===== config.mk =====
export PLATFORM = sky130hd
export DESIGN_NAME = ffc_plane_eval
export DESIGN_NICKNAME = d
export VERILOG_FILES = /design/src/ffc_pkg.sv /design/src/ffc_plane_eval.sv
export SDC_FILE = /design/constraint.sdc
export NUM_CORES = 2
export LEC_CHECK = 0
export ABC_AREA = 1
export BUFFER_PORTS_ARGS = -buffer_cell sky130_fd_sc_hd__buf_2
export CORE_MARGIN = 3
export CORE_UTILIZATION = 50
export DETAILED_ROUTE_END_ITERATION = 8
export GPL_TIMING_DRIVEN = 0
export PLACE_DENSITY = 0.66
export SETUP_SLACK_MARGIN = 0.4
export SLEW_MARGIN = 10
export SYNTH_ARGS = -nofsm -noshare
export SYNTH_HDL_FRONTEND = slang
export SYNTH_SLANG_ARGS = --single-unit

===== constraint.sdc =====
create_clock -name clk -period 10.2 [get_ports clk]
set_input_delay 0 -clock clk [delete_from_list [all_inputs] [get_ports clk]]
set_output_delay 0 -clock clk [all_outputs]
set_load 0.05 [all_outputs]

===== src/ffc_pkg.sv =====
// shared constants, codes and types of the frustum cull classifier
// no dependencies; used by every module of the block
package ffc_pkg;

  localparam int NUM_PLANES = 6;
  localparam int SLOT_W = 16;
  localparam int PLANE_W = 4 * SLOT_W;
  localparam int CFG_IDX_W = 3;

  localparam int COORD_BITS_DEF = 16;
  localparam int NORMAL_FRAC_BITS_DEF = 14;

  // slot positions inside one plane register
  localparam int SLOT_NX = 0;
  localparam int SLOT_NY = 1;
  localparam int SLOT_NZ = 2;
  localparam int SLOT_OFS = 3;

  localparam int ACT_W = 2;
  localparam logic [ACT_W-1:0] ACT_POINT = 2'd0;
  localparam logic [ACT_W-1:0] ACT_SPHERE = 2'd1;
  localparam logic [ACT_W-1:0] ACT_BOX = 2'd2;

  localparam int VERDICT_W = 2;
  localparam logic [VERDICT_W-1:0] V_OUTSIDE = 2'd0;
  localparam logic [VERDICT_W-1:0] V_INTERSECT = 2'd1;
  localparam logic [VERDICT_W-1:0] V_INSIDE = 2'd2;

  // per-plane result of one test
  typedef struct packed {
    logic outside;
    logic partial;
  } plane_flags_t;

endpackage


===== src/ffc_plane_eval.sv =====
// one frustum plane: product stage and signed distance compare
// depends on ffc_pkg
module ffc_plane_eval #(
  parameter int COORD_BITS = ffc_pkg::COORD_BITS_DEF,
  parameter int NORMAL_FRAC_BITS = ffc_pkg::NORMAL_FRAC_BITS_DEF
) (
  input  logic                            clk,
  input  logic                            load,
  input  logic [ffc_pkg::PLANE_W-1:0]     plane,
  input  logic [ffc_pkg::ACT_W-1:0]       act_a,
  input  logic [2:0][COORD_BITS-1:0]      lo_a,
  input  logic [2:0][COORD_BITS-1:0]      hi_a,
  input  logic [ffc_pkg::ACT_W-1:0]       act_b,
  input  logic [COORD_BITS-2:0]           radius_b,
  output ffc_pkg::plane_flags_t           flags
);
  import ffc_pkg::*;

  localparam int PW = SLOT_W + COORD_BITS;
  localparam int OW = SLOT_W + NORMAL_FRAC_BITS;
  localparam int RW = COORD_BITS + NORMAL_FRAC_BITS;
  localparam int MW = (PW > OW) ? ((PW > RW) ? PW : RW) : ((OW > RW) ? OW : RW);
  localparam int DW = MW + 3;

  logic signed [PW-1:0] pos_term [3];
  logic signed [PW-1:0] neg_term [3];

  // box: products against both corners, sorted into positive and negative vertex; else the first corner only
  for (genvar k = 0; k < 3; k++) begin : g_axis
    logic signed [SLOT_W-1:0] n;
    logic signed [PW-1:0] t_lo;
    logic signed [PW-1:0] t_hi;
    logic box;

    assign n = plane[k*SLOT_W +: SLOT_W];
    assign t_lo = n * $signed(lo_a[k]);
    assign t_hi = n * $signed(hi_a[k]);
    assign box = (act_a == ACT_BOX);

    always_ff @(posedge clk) begin
      if (load) begin
        if (box && !n[SLOT_W-1]) begin
          pos_term[k] <= t_hi;
          neg_term[k] <= t_lo;
        end else if (box) begin
          pos_term[k] <= t_lo;
          neg_term[k] <= t_hi;
        end else begin
          pos_term[k] <= t_lo;
          neg_term[k] <= t_lo;
        end
      end
    end
  end

  logic signed [OW-1:0] ofs_s;
  logic signed [DW-1:0] d_pos;
  logic signed [DW-1:0] d_neg;
  logic signed [DW-1:0] rad_s;

  assign ofs_s = {plane[SLOT_OFS*SLOT_W +: SLOT_W], {NORMAL_FRAC_BITS{1'b0}}};
  assign d_pos = DW'(pos_term[0]) + DW'(pos_term[1]) + DW'(pos_term[2]) + DW'(ofs_s);
  assign d_neg = DW'(neg_term[0]) + DW'(neg_term[1]) + DW'(neg_term[2]) + DW'(ofs_s);
  assign rad_s = DW'({1'b0, radius_b, {NORMAL_FRAC_BITS{1'b0}}});

  always_comb begin
    flags = '0;
    case (act_b)
      ACT_POINT: begin
        flags.outside = d_pos[DW-1];
      end
      ACT_SPHERE: begin
        flags.outside = (d_pos < -rad_s);
        flags.partial = (d_pos < rad_s);
      end
      ACT_BOX: begin
        flags.outside = d_pos[DW-1];
        flags.partial = d_neg[DW-1];
      end
      default: begin
        flags.outside = 1'b1;
      end
    endcase
  end

endmodule


==> qor.json <==
{
  "logic_synthesis": {
    "mapped_cell_area_um2": 75320,
    "syn_nets": 11700,
    "async_reset_ff_share_pct": 0,
    "synth_compound_gate_area_share_pct": 4.741,
    "number_of_distinct_library_cells_after_synthesis": 53,
    "primary_ff_master_synth": "sky130_fd_sc_hd__edfxtp_1",
    "synth.top_cells.by_area": "sky130_fd_sc_hd__fa_1 (44%), sky130_fd_sc_hd__inv_1 (14%), sky130_fd_sc_hd__nand2_1 (10%), sky130_fd_sc_hd__ha_1 (10%), sky130_fd_sc_hd__edfxtp_1 (7.7%)",
    "netlist.top_cell.by_area": "sky130_fd_sc_hd__fa_1",
    "synthMostInstantiatedCell": "sky130_fd_sc_hd__inv_1",
    "yosys.area_share.simple_pct": 14.53,
    "synthCells": 9230,
    "synth_edf_count": 192,
    "yosys_register_bits": 192,
    "synth.mux.area_fraction_pct": 0,
    "synthesis_warning_total": 0,
    "post_synth_xor_area_fraction_pct": 2.093,
    "synth-seq-area-share_pct": 7.654,
    "synth_fa_ha_area_share_pct": 54.73,
    "synth_top_cell_area_share_pct": 44.47,
    "largest_family_of_logic_cells_by_synthesized_area": "adder cells",
    "synthTopCellsByCount": "sky130_fd_sc_hd__inv_1 (2869), sky130_fd_sc_hd__nand2_1 (2091), sky130_fd_sc_hd__fa_1 (1673)",
    "avgSynthCellArea_um2": 8.161
  },
  "floorplan": {
    "die-area_um2": 155300,
    "row_count": 141,
    "io_pins": 183,
    "die-width_um": 394.1,
    "die_height_um": 394.1,
    "coreArea_um2": 148700,
    "initial_utilization_pct": 50.65
  },
  "worst_setup_path": {
    "max_stage_delay_cell_worst_path": "sky130_fd_sc_hd__fa_1",
    "cpMostUsedCell": "sky130_fd_sc_hd__fa_1",
    "critical_path.cell_chain": "clkbuf_1 -> clkbuf_1 -> nand2_1 -> inv_1 -> fa_1 -> fa_1 -> fa_1 -> fa_1 -> fa_1 -> inv_1 -> fa_1 -> inv_1 -> ha_1 -> a21oi_1 -> inv_1 -> a31oi_1 -> nor3_1 -> a211oi_1 -> o21a_1 -> o41ai_1 -> or2_2 -> nand3_1 -> nand2_1",
    "critical_path.endpoint_type": "flip-flop",
    "cp_data_required_time_ps": 10410,
    "cp_max_fo": 10,
    "cp.arrival_ps": 7540,
    "crit_path_start_kind": "primary input",
    "critical_path.max_stage_delay_ps": 960,
    "worst_setup_path_startpoint": "plane[15]",
    "worstSetupPathType": "primary input to flip-flop"
  },
  "global_route": {
    "grt-ovfl-total": 0,
    "maximum_number_of_pins_on_one_net_before_global_route_repair": 65,
    "grt_pass1_wl_um": 368800,
    "vias_in_the_first_global_route": 62440,
    "number_of_antenna_violations_at_the_first_check_in_global_routing": 20,
    "grtUsageTotal_pct": 31.36
  },
  "place": {
    "hpwl_um": 205500,
    "place_congestion": 0.9772,
    "place.port_buffers": 89
  },
  "job": {
    "drv.max_cap_violation_count": 0
  },
  "timing": {
    "finalSetupViolCount": 0,
    "fin_crit_share_pct": 71.89,
    "tns_ps": 0,
    "final-hold-violation-count": 0,
    "slew_viol_final": 0,
    "max_slew_margin_pct": 18.87,
    "worst-slew-pin-transition_ps": 1217,
    "fmax_ghz": 0.1364,
    "time_the_worst_path_needs_with_i_o_delays_and_setup_ps": 7332,
    "grt_setup_unrepaired": "false"
  },
  "detailed_routing": {
    "route.vias.total": 59620,
    "route.detailed.drc": 0,
    "ant_nets": 0,
    "routed_wire_length_per_instance_um": 20.94,
    "routed_via_density": 5.243,
    "first_pass_iters": 8,
    "finalWirelength_um": 238100,
    "drtIter0Drc": 5368
  },
  "clocking": {
    "h-tree-depth": 4,
    "cts_max_path_buffers": 2,
    "cts_tree": "yes",
    "cts_made_buffers": 17,
    "cts_setup_buffers": 0,
    "path_clk_slew_ps": 80,
    "cts.sink_count": 192,
    "cts-root-buf": "sky130_fd_sc_hd__clkbuf_16",
    "cts_resized": 0,
    "cts_hold_buffers": 0
  },
  "layout": {
    "post_route_cells_drive_above_1_share_pct": 2.694,
    "finish.net_count": 11810,
    "layout-area-overhead-vs-synth_pct": 4.826,
    "fillCellCount": 14340
  },
  "run_status": {
    "outcome": "completed"
  },
  "min_path": {
    "worst_hold_class": "primary input to flip-flop",
    "min_from": "load"
  }
}
==> logic make-up (layout without fill, tap and decap cells) <==
| family | count (synthesis) | after routing |
|---|---|---|
| fa+ha+maj | 2291 | 2291 |
| flops | 192 | 192 |
| compound gates | 607 | 607 |
| buf+inv | 3259 | 3382 |
| other cells | 0 | 16 |
| simple gates | 2701 | 2701 |
| xor+xnor | 180 | 180 |
==> final timing paths <==
kind	to	slack (ps)	cells past startpoint
worst max-delay path	pos_term[0][28]	2870	23
worst min-delay path	neg_term[1][28]	70	2
==> flip-flops by register name (all words and copies together) (netlist names) <==
signal and flops:
neg_term 96, pos_term 96
==> area by class of cell <==
cell class	count	area [µm²]	area share, %
Timing Repair Buffer	91	493.0	0.6244
Buffer	373	1415	1.792
Antenna cell	16	40.04	0.05071
Sequential cell	192	5766	7.302
Inverter	2886	10830	13.72
Tap cell	2002	2505	3.172
Multi-Input combinational cell	5779	57320	72.60
Clock buffer	17	425.4	0.5388
Clock inverter	15	160.2	0.2028
==> cell usage in the layout (no fill, tap or decap), types with 16 or more instances in the layout <==
cell,Yosys,routed
sky130_fd_sc_hd__a21o_1,24,24
sky130_fd_sc_hd__a21oi_1,221,221
sky130_fd_sc_hd__a21oi_2,20,20
sky130_fd_sc_hd__a31oi_1,35,35
sky130_fd_sc_hd__buf_2,3,92
sky130_fd_sc_hd__clkbuf_1,369,366
sky130_fd_sc_hd__clkbuf_16,0,17
sky130_fd_sc_hd__diode_2,0,16
sky130_fd_sc_hd__edfxtp_1,192,192
sky130_fd_sc_hd__fa_1,1673,1673
sky130_fd_sc_hd__ha_1,618,618
sky130_fd_sc_hd__inv_1,2869,2869
sky130_fd_sc_hd__nand2_1,2091,2091
sky130_fd_sc_hd__nand3_1,236,236
sky130_fd_sc_hd__nand4_1,29,29
sky130_fd_sc_hd__nor2_1,193,193
sky130_fd_sc_hd__nor3_1,36,36
sky130_fd_sc_hd__o21ai_0,175,175
sky130_fd_sc_hd__o21ai_1,29,29
sky130_fd_sc_hd__o21bai_1,26,26
sky130_fd_sc_hd__or2_1,27,27
sky130_fd_sc_hd__or2_2,35,35
sky130_fd_sc_hd__xnor2_1,85,85
sky130_fd_sc_hd__xor2_1,95,95
==> critical path, delay by kind of cell <==
kind | cells | cell delay [ps]
and+or+nand+nor | 5 | 760
AOI/OAI and AO/OA | 5 | 1000
adders and majority gates | 7 | 3920
buffers and inverters | 6 | 1830
==> per-stage QoR <==
step / instance area [µm²] / setup WS [ps] / instances / hold slack [ps] / utilization (%)
after floorplan: 75320 / 4358 / 9230 / 286.4 / -
after global placement: 78270 / 2452 / 11320 / 645.6 / 52.63
after detailed placement: 78330 / 2424 / 11320 / 533.1 / 52.67
after CTS: 78920 / 2906 / 11360 / 49.41 / 53.06
after global routing: 78940 / 2586 / 11370 / 42.37 / 53.08
final: 78960 / 2868 / 11370 / 68.07 / 53.09
==> routing by layer <==
metal / vias to the layer above / global-route usage (%) / share of wire, %
met5: - / 0.5542 / 0.068
met4: 8 / 8.948 / 3.4
met3: 407 / 6.337 / 9.9
met2: 2594 / 48.44 / 44
met1: 29940 / 44.89 / 42
li1: 26680 / - / -
Power is not shown: default switching activity piles up to over one toggle a cycle in this logic, so the estimate is an artifact.
